## src/hdl/sblc_pkg.sv

```systemverilog
`timescale 1ns / 1ps
`default_nettype none
// ----------------------------------------------------------------------------
// sblc_pkg: shared definitions for the byte-budget LRU cache
// Sizes, widths and the command and status bundles between controller and
// datapath.
// ----------------------------------------------------------------------------
package sblc_pkg;

  localparam int MAX_ENTRIES = 16;
  localparam int KEY_BITS    = 16;

  // Item keys arrive on a 16-bit field; only the low KEY_BITS of it count
  localparam int KEY_IN_W    = 16;
  localparam int KEY_W       = (KEY_BITS < KEY_IN_W) ? KEY_BITS : KEY_IN_W;
  localparam int BYTES_W     = 32;
  localparam int TOTAL_W     = BYTES_W + 1;
  localparam int EVICT_W     = 5;
  localparam int CNT_W       = $clog2(MAX_ENTRIES + 1);
  localparam int IDX_W       = $clog2(MAX_ENTRIES);

  localparam logic [BYTES_W-1:0] BUDGET_RESET = BYTES_W'(1048576);

  typedef struct packed {
    logic load;     // capture a new request
    logic scan;     // compare the entry at the scan index, rotate it on a match
    logic step;     // advance the scan index
    logic add;      // add the request size, or flush when it exceeds the budget
    logic evict;    // drop the least recent entry
    logic insert;   // push the request to the front
    logic publish;  // load the result register
  } sblc_cmd_t;

  typedef struct packed {
    logic matched;  // entry at the scan index holds the request key
    logic last;     // scan index is at the least recent entry
    logic empty;    // no entries held
    logic full;     // all entries held
    logic fits;     // request size is within the budget
    logic over;     // running total exceeds the budget
  } sblc_status_t;

  // Clamp an entry count to the width of the eviction counter
  function automatic logic [EVICT_W-1:0] sat_evict(input logic [CNT_W-1:0] n);
    logic [EVICT_W-1:0] r;
    if (32'(n) > 32'((1 << EVICT_W) - 1)) begin
      r = {EVICT_W{1'b1}};
    end else begin
      r = EVICT_W'(n);
    end
    return r;
  endfunction

endpackage
`default_nettype wire

```

## src/hdl/size_budget_lru_cache.sv

```systemverilog
`timescale 1ns / 1ps
`default_nettype none
// ----------------------------------------------------------------------------
// size_budget_lru_cache: least-recently-used key cache with a byte budget
// Tracks which item keys are cached, in recency order, under a total size cap.
// ----------------------------------------------------------------------------
// Usage:
//   Requests enter on item_key / item_bytes with in_valid; a transaction
//   completes when in_valid is high and in_stall is low. Each request gives
//   one result transaction on was_hit / now_cached / evicted_count /
//   bytes_in_use under out_valid / out_stall.
//   byte_budget is written with byte_budget_wr while no request is in flight; the block does not enforce this.
//   Sequence: one request is worked at a time. A hit scans the list from
//   position 0 (the most recent) to its own position, then publishes. A
//   stored miss scans every entry held, adds the request size, evicts the
//   least recent entry one per cycle until the budget is met, inserts the
//   request and publishes; the drop forced by a full list is made in the
//   same cycle as the last budget check. An oversized miss scans every
//   entry held, flushes the list and publishes. in_stall falls in the same
//   cycle that out_valid rises, so the next request can then be accepted.
//   Stall: a finished result sits in the output register; the next request
//   is accepted and worked meanwhile, and only its final publish step holds
//   while the earlier result is still stalled.
//   Reset: the list is emptied, the byte total cleared and the budget set to
//   1048576 bytes; no clearing pass is needed.
// ----------------------------------------------------------------------------
module size_budget_lru_cache (
  input  wire logic                          clk,
  input  wire logic                          rst,
  // configuration
  input  wire logic                          byte_budget_wr,
  input  wire logic [sblc_pkg::BYTES_W-1:0]  byte_budget,
  // request channel
  input  wire logic                          in_valid,
  output logic                               in_stall,
  input  wire logic [sblc_pkg::KEY_IN_W-1:0] item_key,
  input  wire logic [sblc_pkg::BYTES_W-1:0]  item_bytes,
  // result channel
  output logic                               out_valid,
  input  wire logic                          out_stall,
  output logic                               was_hit,
  output logic                               now_cached,
  output logic [sblc_pkg::EVICT_W-1:0]       evicted_count,
  output logic [sblc_pkg::BYTES_W-1:0]       bytes_in_use
);
  import sblc_pkg::*;

  sblc_cmd_t    cmd;
  sblc_status_t status;

  // Sequence each request: scan, account, evict, insert, publish
  sblc_ctrl u_ctrl (
    .clk       (clk),
    .rst       (rst),
    .in_valid  (in_valid),
    .in_stall  (in_stall),
    .out_valid (out_valid),
    .out_stall (out_stall),
    .status    (status),
    .cmd       (cmd)
  );

  // Hold the list, totals and the result register
  sblc_datapath u_datapath (
    .clk            (clk),
    .rst            (rst),
    .cmd            (cmd),
    .status         (status),
    .byte_budget_wr (byte_budget_wr),
    .byte_budget    (byte_budget),
    .item_key       (item_key),
    .item_bytes     (item_bytes),
    .was_hit        (was_hit),
    .now_cached     (now_cached),
    .evicted_count  (evicted_count),
    .bytes_in_use   (bytes_in_use)
  );

endmodule
`default_nettype wire

```

## src/hdl/sblc_ctrl.sv

```systemverilog
`timescale 1ns / 1ps
`default_nettype none
// ----------------------------------------------------------------------------
// sblc_ctrl: request sequencer
// Steps each request through lookup and, on a miss, budget accounting, eviction
// and insertion, and owns both handshakes.
// ----------------------------------------------------------------------------
module sblc_ctrl (
  input  wire logic                  clk,
  input  wire logic                  rst,
  input  wire logic                  in_valid,
  output logic                       in_stall,
  output logic                       out_valid,
  input  wire logic                  out_stall,
  input  wire sblc_pkg::sblc_status_t status,
  output sblc_pkg::sblc_cmd_t        cmd
);
  import sblc_pkg::*;

  typedef enum logic [5:0] {
    ST_IDLE   = 6'b000001,
    ST_SCAN   = 6'b000010,
    ST_ADD    = 6'b000100,
    ST_EVICT  = 6'b001000,
    ST_INSERT = 6'b010000,
    ST_FINISH = 6'b100000
  } state_t;

  state_t state;
  state_t state_next;
  logic   out_valid_next;

  assign in_stall = (state != ST_IDLE);

  always_comb begin
    state_next     = state;
    out_valid_next = out_valid && out_stall;
    cmd            = '0;
    unique case (state)
      ST_IDLE: begin
        if (in_valid) begin
          cmd.load   = 1'b1;
          state_next = ST_SCAN;
        end
      end
      ST_SCAN: begin
        if (status.empty) begin
          state_next = ST_ADD;
        end else begin
          cmd.scan = 1'b1;
          if (status.matched) begin
            state_next = ST_FINISH;
          end else if (status.last) begin
            state_next = ST_ADD;
          end else begin
            cmd.step = 1'b1;
          end
        end
      end
      ST_ADD: begin
        cmd.add    = 1'b1;
        state_next = status.fits ? ST_EVICT : ST_FINISH;
      end
      ST_EVICT: begin
        if (status.over && !status.empty) begin
          cmd.evict = 1'b1;
        end else begin
          cmd.evict  = status.full;
          state_next = ST_INSERT;
        end
      end
      ST_INSERT: begin
        cmd.insert = 1'b1;
        state_next = ST_FINISH;
      end
      ST_FINISH: begin
        if (!out_valid || !out_stall) begin
          cmd.publish    = 1'b1;
          out_valid_next = 1'b1;
          state_next     = ST_IDLE;
        end
      end
      default: begin
        state_next = ST_IDLE;
      end
    endcase
  end

  always_ff @(posedge clk) begin
    if (rst) begin
      state     <= ST_IDLE;
      out_valid <= 1'b0;
    end else begin
      state     <= state_next;
      out_valid <= out_valid_next;
    end
  end

endmodule
`default_nettype wire

```

## src/hdl/sblc_datapath.sv

```systemverilog
`timescale 1ns / 1ps
`default_nettype none
// ----------------------------------------------------------------------------
// sblc_datapath: recency list, byte accounting and result register
// Holds the key and size of each cached entry in recency order, the entry
// count, the running byte total and the budget register.
// ----------------------------------------------------------------------------
module sblc_datapath (
  input  wire logic                            clk,
  input  wire logic                            rst,
  input  wire sblc_pkg::sblc_cmd_t             cmd,
  output sblc_pkg::sblc_status_t               status,
  input  wire logic                            byte_budget_wr,
  input  wire logic [sblc_pkg::BYTES_W-1:0]    byte_budget,
  input  wire logic [sblc_pkg::KEY_IN_W-1:0]   item_key,
  input  wire logic [sblc_pkg::BYTES_W-1:0]    item_bytes,
  output logic                                 was_hit,
  output logic                                 now_cached,
  output logic [sblc_pkg::EVICT_W-1:0]         evicted_count,
  output logic [sblc_pkg::BYTES_W-1:0]         bytes_in_use
);
  import sblc_pkg::*;

  logic [KEY_W-1:0]   keys  [MAX_ENTRIES];
  logic [BYTES_W-1:0] sizes [MAX_ENTRIES];

  logic [CNT_W-1:0]   count;
  logic [TOTAL_W-1:0] total;
  logic [BYTES_W-1:0] budget;
  logic [IDX_W-1:0]   scan_idx;

  logic [KEY_W-1:0]   req_key;
  logic [BYTES_W-1:0] req_bytes;
  logic               hit;
  logic               held;
  logic [EVICT_W-1:0] evicted;

  logic [IDX_W-1:0]   tail_idx;
  logic [IDX_W-1:0]   rd_idx;
  logic [BYTES_W-1:0] rd_size;

  assign tail_idx = IDX_W'(count - CNT_W'(1));
  assign rd_idx   = cmd.evict ? tail_idx : scan_idx;
  assign rd_size  = sizes[rd_idx];

  always_comb begin
    status.matched = (keys[scan_idx] == req_key);
    status.last    = (scan_idx == tail_idx);
    status.empty   = (count == '0);
    status.full    = (count == CNT_W'(MAX_ENTRIES));
    status.fits    = (req_bytes <= budget);
    status.over    = (total > {1'b0, budget});
  end

  // Control state
  always_ff @(posedge clk) begin
    if (rst) begin
      count    <= '0;
      total    <= '0;
      budget   <= BUDGET_RESET;
      scan_idx <= '0;
    end else begin
      if (byte_budget_wr) begin
        budget <= byte_budget;
      end
      if (cmd.load) begin
        scan_idx <= '0;
      end else if (cmd.step) begin
        scan_idx <= scan_idx + IDX_W'(1);
      end
      if (cmd.add) begin
        if (status.fits) begin
          total <= total + {1'b0, req_bytes};
        end else begin
          total <= '0;
          count <= '0;
        end
      end else if (cmd.evict) begin
        total <= total - {1'b0, rd_size};
        count <= count - CNT_W'(1);
      end else if (cmd.insert) begin
        count <= count + CNT_W'(1);
      end
    end
  end

  // Request fields and per-request flags
  always_ff @(posedge clk) begin
    if (cmd.load) begin
      req_key   <= item_key[KEY_W-1:0];
      req_bytes <= item_bytes;
      hit       <= 1'b0;
      held      <= 1'b0;
      evicted   <= '0;
    end else begin
      if (cmd.scan && status.matched) begin
        hit  <= 1'b1;
        held <= 1'b1;
      end
      if (cmd.add && !status.fits) begin
        evicted <= sat_evict(count);
      end
      if (cmd.evict && (evicted != {EVICT_W{1'b1}})) begin
        evicted <= evicted + EVICT_W'(1);
      end
      if (cmd.insert) begin
        held <= 1'b1;
      end
    end
  end

  // Recency list: rotate a hit to the front, or push a new entry
  always_ff @(posedge clk) begin
    for (int i = 1; i < MAX_ENTRIES; i++) begin
      if (cmd.insert || (cmd.scan && status.matched && (IDX_W'(i) <= scan_idx))) begin
        keys[i]  <= keys[i-1];
        sizes[i] <= sizes[i-1];
      end
    end
    if (cmd.insert) begin
      keys[0]  <= req_key;
      sizes[0] <= req_bytes;
    end else if (cmd.scan && status.matched) begin
      keys[0]  <= req_key;
      sizes[0] <= rd_size;
    end
  end

  // Result register
  always_ff @(posedge clk) begin
    if (cmd.publish) begin
      was_hit       <= hit;
      now_cached    <= held;
      evicted_count <= evicted;
      bytes_in_use  <= total[BYTES_W-1:0];
    end
  end

endmodule
`default_nettype wire
```

## config.mk

```make
export PLATFORM = sky130hd
export DESIGN_NAME = size_budget_lru_cache
export DESIGN_NICKNAME = d
export VERILOG_FILES = /design/src/hdl/sblc_pkg.sv /design/src/hdl/size_budget_lru_cache.sv /design/src/hdl/sblc_ctrl.sv /design/src/hdl/sblc_datapath.sv
export SDC_FILE = /design/constraint.sdc
export NUM_CORES = 1
export LEC_CHECK = 0
export ABC_AREA = 1
export CAP_MARGIN = 10
export CORE_MARGIN = 10
export CORE_UTILIZATION = 30
export CTS_CLUSTER_SIZE = 10
export DETAILED_ROUTE_END_ITERATION = 12
export DONT_BUFFER_PORTS = 1
export PLACE_DENSITY = 0.44
export RECOVER_POWER = 25
export SYNTH_ARGS = -nofsm -noshare
export SYNTH_HDL_FRONTEND = slang
export SYNTH_SLANG_ARGS = --single-unit
```

## constraint.sdc

```tcl
create_clock -name clk -period 5.75 [get_ports clk]
set_input_delay 1.15 -clock clk [delete_from_list [all_inputs] [get_ports clk]]
set_output_delay 1.15 -clock clk [all_outputs]
set_load 0.01 [all_outputs]
```

After elaboration in Yosys (flattened, before gate mapping)
Memories as Yosys holds them, arrays and structs flattened. A register that Yosys moved wholly into a read port is not among the register bits.
Index checks and enable logic that the tools add are counted.
{"block": "totals", "register_bits": 175, "ram_bits": 768, "in_bits": 85, "out_inout_bits": 41, "wordCells": 179, "mem_count": 2}
{"memory": "u_datapath.sizes", "words": 16, "word_bits": 32, "read_ports": 16, "rd_clocked_by_memory_dff": 0, "wr": 16, "line": "sblc_datapath.sv:25", "text": "logic [BYTES_W-1:0] sizes [MAX_ENTRIES];"}
{"memory": "u_datapath.keys", "words": 16, "word_bits": 16, "read_ports": 16, "rd_clocked_by_memory_dff": 1, "wr": 16, "line": "sblc_datapath.sv:24", "text": "logic [KEY_W-1:0] keys [MAX_ENTRIES];"}
{"block": "classes", "n_addsub": 6, "magnitude_cmp": 17, "n_eq_ne": 16, "mux": 73, "bitwise_logic": 2, "reduce_logical": 48}
{"operator": "2-to-1 mux 33 bit", "n": 3}
{"operator": "2-to-1 mux 1 bit", "n": 49}
{"operator": "2-to-1 mux 6 bit", "n": 7}
{"operator": "case mux 6 bit (6 select lines)", "n": 1}
{"operator": "adder 33 x 32 -> 33 bit", "n": 1}
{"operator": "greater-than comparator 33 x 32 -> 1 bit", "n": 1}
{"operator": "subtractor 33 x 32 -> 33 bit", "n": 1}
{"operator": "<= comparator 32 bit", "n": 1}
{"operator": "<= comparator 4 bit, first input constant", "n": 8}
{"operator": "2-to-1 mux 32 bit", "n": 1}
{"operator": "2-to-1 mux 5 bit", "n": 6}
{"operator": "logical AND 1 bit", "n": 20}
{"operator": "equality test 16 bit", "n": 1}
{"operator": "<= comparator 3 x 4 -> 1 bit, first input constant", "n": 4}
{"operator": "logical OR 1 bit", "n": 16}
{"operator": "2-to-1 mux 16 bit", "n": 1}
{"operator": "2-to-1 mux 4 bit", "n": 3}
{"operator": "adder 5 x 1 -> 5 bit, second input constant", "n": 2}
{"operator": "<= comparator 2 x 4 -> 1 bit, first input constant", "n": 2}
{"operator": "equality test 6 x 1 -> 1 bit, second input constant", "n": 1}
{"operator": "equality test 6 x 2 -> 1 bit, second input constant", "n": 1}
{"operator": "equality test 6 x 3 -> 1 bit, second input constant", "n": 1}
{"operator": "equality test 6 x 4 -> 1 bit, second input constant", "n": 1}
{"operator": "equality test 6 x 5 -> 1 bit, second input constant", "n": 1}
{"operator": "other kinds (20)", "n": 29}

Logic depth before layout (Yosys ltp)
{"block": "logic_depth", "ltp_word": 11, "depth_mapped": 42, "mapped_depth_nobuf": 39}

Hierarchy
From an unflattened synthesis, not the netlist that was laid out.
{"block": "hier_totals", "cells_unflattened": 4184, "hier_area_um2": 43665.6}
{"module": "sblc_datapath", "instances": 1, "cells_each": 4109, "area_each_um2": 43203.9, "seq_area_each_um2": 27376.3}
{"module": "sblc_ctrl", "instances": 1, "cells_each": 75, "area_each_um2": 461.7, "seq_area_each_um2": 140.1}

Worst setup path before layout
Ideal clock, no wire load.
{"block": "synth_timing", "path_kind": "reg2reg", "startpoint": "register (tool-made name)", "endpoint": "memory u_datapath.keys[1][0] (netlist bit) (enable)", "setup_ps": 469, "t_arrival_ps": 5422, "t_required_ps": 5281, "path_slack_ps": -141, "path_stages_with_launch": 17, "path_buffers": 3, "period_less_slack_ps": 5891, "path_cell_list": "dfxtp_1 buf_4 inv_2 buf_6 buf_2 nor2_1 nor2_1 o211ai_1 o21ai_1 xor2_1 nor2_1 nand2_1 nor2_2 nand3b_4 nand2_1 inv_1 a21oi_1"}
{"element": "end: declaration", "line": "sblc_datapath.sv:24"}

Final worst setup path
{"block": "layout_timing", "startpoint": "register u_datapath.count[0]", "endpoint": "register u_datapath.total[26]"}
{"block": "layout_between", "elab_chain_len": 10, "elab_cells_between_ends": 13, "classes_between": "2 x add/sub; 1 x eq/ne; 5 x mux; 4 x reduce/logical; 1 x memory"}
{"element": "start: declaration", "line": "sblc_datapath.sv:27", "text": "logic [CNT_W-1:0] count;"}
{"element": "start signal: assignment", "line": "sblc_datapath.sv:80", "text": "count <= count - CNT_W'(1);"}
{"element": "start signal: assignment", "line": "sblc_datapath.sv:82", "text": "count <= count + CNT_W'(1);"}
{"element": "zero test 5 bit", "line": "sblc_datapath.sv:49", "text": "status.empty = (count == '0);"}
{"element": "zero test 1 bit", "line": "sblc_ctrl.sv:65", "text": "if (status.over && !status.empty) begin"}
{"element": "logical AND 1 bit", "line": "sblc_ctrl.sv:65"}
{"element": "2-to-1 mux 1 bit", "line": "sblc_ctrl.sv:65"}
{"element": "2-to-1 mux 1 bit", "line": "sblc_ctrl.sv:39", "text": "unique case (state)"}
{"element": "2-to-1 mux 4 bit", "line": "sblc_datapath.sv:43", "text": "assign rd_idx = cmd.evict ? tail_idx : scan_idx;"}
{"element": "memory read (16 x 32 bit)"}
{"element": "subtractor 33 x 32 -> 33 bit", "line": "sblc_datapath.sv:79", "text": "total <= total - {1'b0, rd_size};"}
{"element": "2-to-1 mux 33 bit", "line": "sblc_datapath.sv:78", "text": "end else if (cmd.evict) begin"}
{"element": "2-to-1 mux 33 bit", "line": "sblc_datapath.sv:71", "text": "if (cmd.add) begin"}
{"element": "end signal: assignment", "line": "sblc_datapath.sv:73", "text": "total <= total + {1'b0, req_bytes};"}
{"element": "end signal: assignment", "line": "sblc_datapath.sv:79"}
{"element": "end: declaration", "line": "sblc_datapath.sv:28", "text": "logic [TOTAL_W-1:0] total;"}
Several ways; a longest one is shown, not always the timed one. The select of a mux whose other input is x is not followed.
A chain may end at the register's enable or synchronous reset.

==> impl_metrics.ini <==
[outcome]
run_status = finished clean

[route]
antenna_violating_nets_post_route = 0
drc = 0
wl_mm = 128
wl_per_cell_um = 19.4
firstDrtPassIters = 5
vias = 30620
post_drt_via_cell_ratio = 4.65
drt_iter0_drc = 2155

[cts]
cts_tree = done
cts.htree.levels = 3
clk_pin_slew_worst_paths_ns = 0.06
clock_tree_root = clkbuf_16
cts_inserted_buffers = 108
clock-sinks = 947
clk_path_buf_depth = 3
worst_skew_pair.late_latency_ns = 0.73

[synthesis]
synthesis.instances = 4399
ys.flop_type = edfxtp_1
syn_area_um2 = 44400
synth-warning-count = 0
synthesis.nets = 4622
syn-mean-instance-area_um2 = 10.1
netlist-cell-type-count = 50
asyncSetResetFlopFracSynth_pct = 0
ys_seq_area_share_pct = 62.0
synth_seq_cells = 947
synth_enable_flop_cells = 855

[worst_setup_path]
arrival_ns = 5.96
cp_slowest_cell = nor4_1
cp_slowest_stage_delay_ns = 0.55
cp_max_fo = 13
timing.setup.critical_path_class = register to register
worstPathRequired_ns = 6.37
cp_endpoint_kind = register
critical_path.startpoint_type = register

[sta]
final.min_clock_period_ns = 5.34
drv_slew = 0
skew_ns = 0.0235
setup_viol_count_final = 0
hold_viol = 0
transition_time_at_the_pin_with_the_least_slew_margin_ns = 1.02
grt_setup_unrepaired = false
maxSlewHeadroom_pct = 31.8
finalCritPeriodShare_pct = 92.9
max_freq_ghz = 0.187

[placement]
globalplace.congestion = 0.878
port-buffer-count = 0
dp_hpwl_mm = 88.5

[grt]
grt_antenna_before_repair = 1
grt.overflow.total = 0
track_usage_pct = 15.4
grt_max_degree = 131
grt_pass1_wl_mm = 195
grt_pass1_vias = 30475

[die]
die_width_um = 405
initial_utilization_pct = 30.1
ioPinCount = 126
core_um2 = 147000
rows = 141
die_area_um2 = 164000
die_y_um = 405

[layout]
nNetsFinal = 4822
area_growth_pct = 16.7
n_fill_cell = 14756
proportion_of_layout_cells_with_a_drive_suffix_above_1_pct = 10.2
post-route-util_pct = 35.2

[power]
power_density_nw_per_um2 = 274
p_total_uw = 14200
vdd_ir_drop_max_mv = 0.262
cellLeakagePower_uw = 0.0210

[job]
drv.max_cap_violation_count = 0

[hold_path]
min-delay-path-class = register to register
[Yosys cell counts (7+ instances only)]
master	instances	share of area, %
a21o_1	10	0.17
a21oi_1	189	2.1
a31oi_1	30	0.42
buf_2	83	0.94
buf_4	24	0.41
clkbuf_1	86	0.73
dfxtp_1	92	4.2
edfxtp_1	855	58
ha_1	136	3.8
inv_1	646	5.5
inv_2	9	0.076
nand2_1	763	6.5
nand3_1	656	7.4
nand4_1	11	0.16
nor2_1	273	2.3
nor3_1	16	0.18
nor4_1	12	0.17
o211ai_1	35	0.59
o21a_1	7	0.12
o21ai_0	247	2.8
o21ai_1	53	0.60
o221ai_1	16	0.32
o22ai_1	21	0.30
xnor2_1	22	0.43
xor2_1	43	0.85
[sequential cells by signal (all words and copies together), names as in the netlist, named ones only]
name and flops:
u_datapath.sizes 512, u_datapath.keys 256, u_datapath.total 33, u_datapath.budget 32
u_datapath.bytes_in_use 32, u_datapath.req_bytes 32, u_datapath.req_key 16, u_ctrl.state 6
u_datapath.count 5, u_datapath.evicted 5, u_datapath.evicted_count 5, u_datapath.scan_idx 4
u_ctrl.out_valid 1, u_datapath.held 1, u_datapath.hit 1, u_datapath.now_cached 1
u_datapath.was_hit 1
[cells in the final DEF, fill, tap and decap left out, types with 8 or more instances in the layout]
| cell type | count |
|---|---|
| dfxtp_1 | 89 |
| xnor2_1 | 22 |
| inv_2 | 8 |
| o211ai_1 | 35 |
| a21oi_1 | 184 |
| xor2_1 | 43 |
| nand2_2 | 8 |
| clkbuf_1 | 42 |
| nor4_1 | 11 |
| o22ai_1 | 21 |
| nor3_1 | 16 |
| o21ai_0 | 247 |
| buf_12 | 33 |
| nand3_1 | 656 |
| edfxtp_1 | 855 |
| buf_4 | 261 |
| o221ai_1 | 16 |
| inv_1 | 644 |
| a21o_1 | 10 |
| nor2_1 | 270 |
| o21ai_1 | 47 |
| nand4_1 | 11 |
| nand2_1 | 757 |
| ha_1 | 136 |
| clkbuf_16 | 109 |
| a31oi_1 | 30 |
[timing repair]
| item | CTS | global route |
|---|---|---|
| buffers inserted | 0 | 2 |
| gates resized for setup | 0 | 5 |
| hold buffers | 0 | 0 |
| endpoints found under the hold margin | 0 | 0 |
| setup endpoints to repair | 0 | 11 |
[cells by family (layout without fill, tap and decap cells)]
logic type	count (synthesis)	after routing	synth area share, %
adders and majority gates	138	138	3.92
DFF	947	947	62.0
xor gates and xnor gates	65	65	1.28
other	0	1	0
buffers and inverters	864	1121	7.86
and+or+nand+nor	1756	1756	17.1
AOI/OAI and AO/OA	629	629	7.80
[critical path: cells and delay by family (launching register included)]
kind | cells | cell delay (ns)
adders and majority gates | 2 | 0.57
AOI/OAI and AO/OA | 3 | 0.45
and+or+nand+nor | 16 | 2.48
buffers and inverters | 8 | 1.12
DFF | 1 | 0.48
xor gates and xnor gates | 1 | 0.12
[stage by stage]
| stage | hold WS (ns) | setup TNS [ns] | instances | instance area [um^2] | worst slack (ns) |
|---|---|---|---|---|---|
| final | 0.434 | 0 | 6587 | 51800 | 0.406 |
| after global routing | 0.443 | 0 | 6586 | 51800 | 0.00894 |
| after CTS | 0.428 | 0 | 6584 | 51800 | 0.148 |
| after detailed placement | 0.425 | 0 | 6417 | 48600 | 0.182 |
| after global placement | 0.414 | 0 | 6417 | 48600 | 0.105 |
| after floorplan | 0.403 | -13.55 | 4399 | 44400 | -0.141 |
[metal layers]
layer	vias up	track usage (%)	routed length, um
met3	130	2.20	5110
met1	14547	22.2	63200
met5	-	0	0
met4	0	3.96	2290
met2	552	24.0	57300
li1	15391	-	-
[power breakdown]
part           internal, uW  switching [uW]  total [uW]
clock                  3570            2790        6360
sequential             7460            57.1        7520
combinational           114             216         330
total                 11100            3070       14200
[cell type report]
cell class	instances	area (um^2)	area share [%]
diodes	1	2.50	0.00483
well taps	1930	2410	4.66
clock inverters	12	203	0.391
multi-input cells	2588	13600	26.2
inverters	659	2490	4.80
repair buffers	295	2650	5.11
flip-flops and latches	947	27500	53.1
clock buffers	155	2940	5.68
[path summary, 6_finish.rpt]
kind                          startpoint                endpoint  slack (ns)  cells past startpoint
setup reg to reg     u_datapath.count[0]    u_datapath.total[26]        0.41                     30
setup / recovery     u_datapath.count[0]    u_datapath.total[26]        0.41                     30
hold / removal    u_datapath.keys[14][8]  u_datapath.keys[15][8]        0.43                      0
hold reg to reg   u_datapath.keys[14][8]  u_datapath.keys[15][8]        0.43                      0
(Power assumes the default switching activity.)
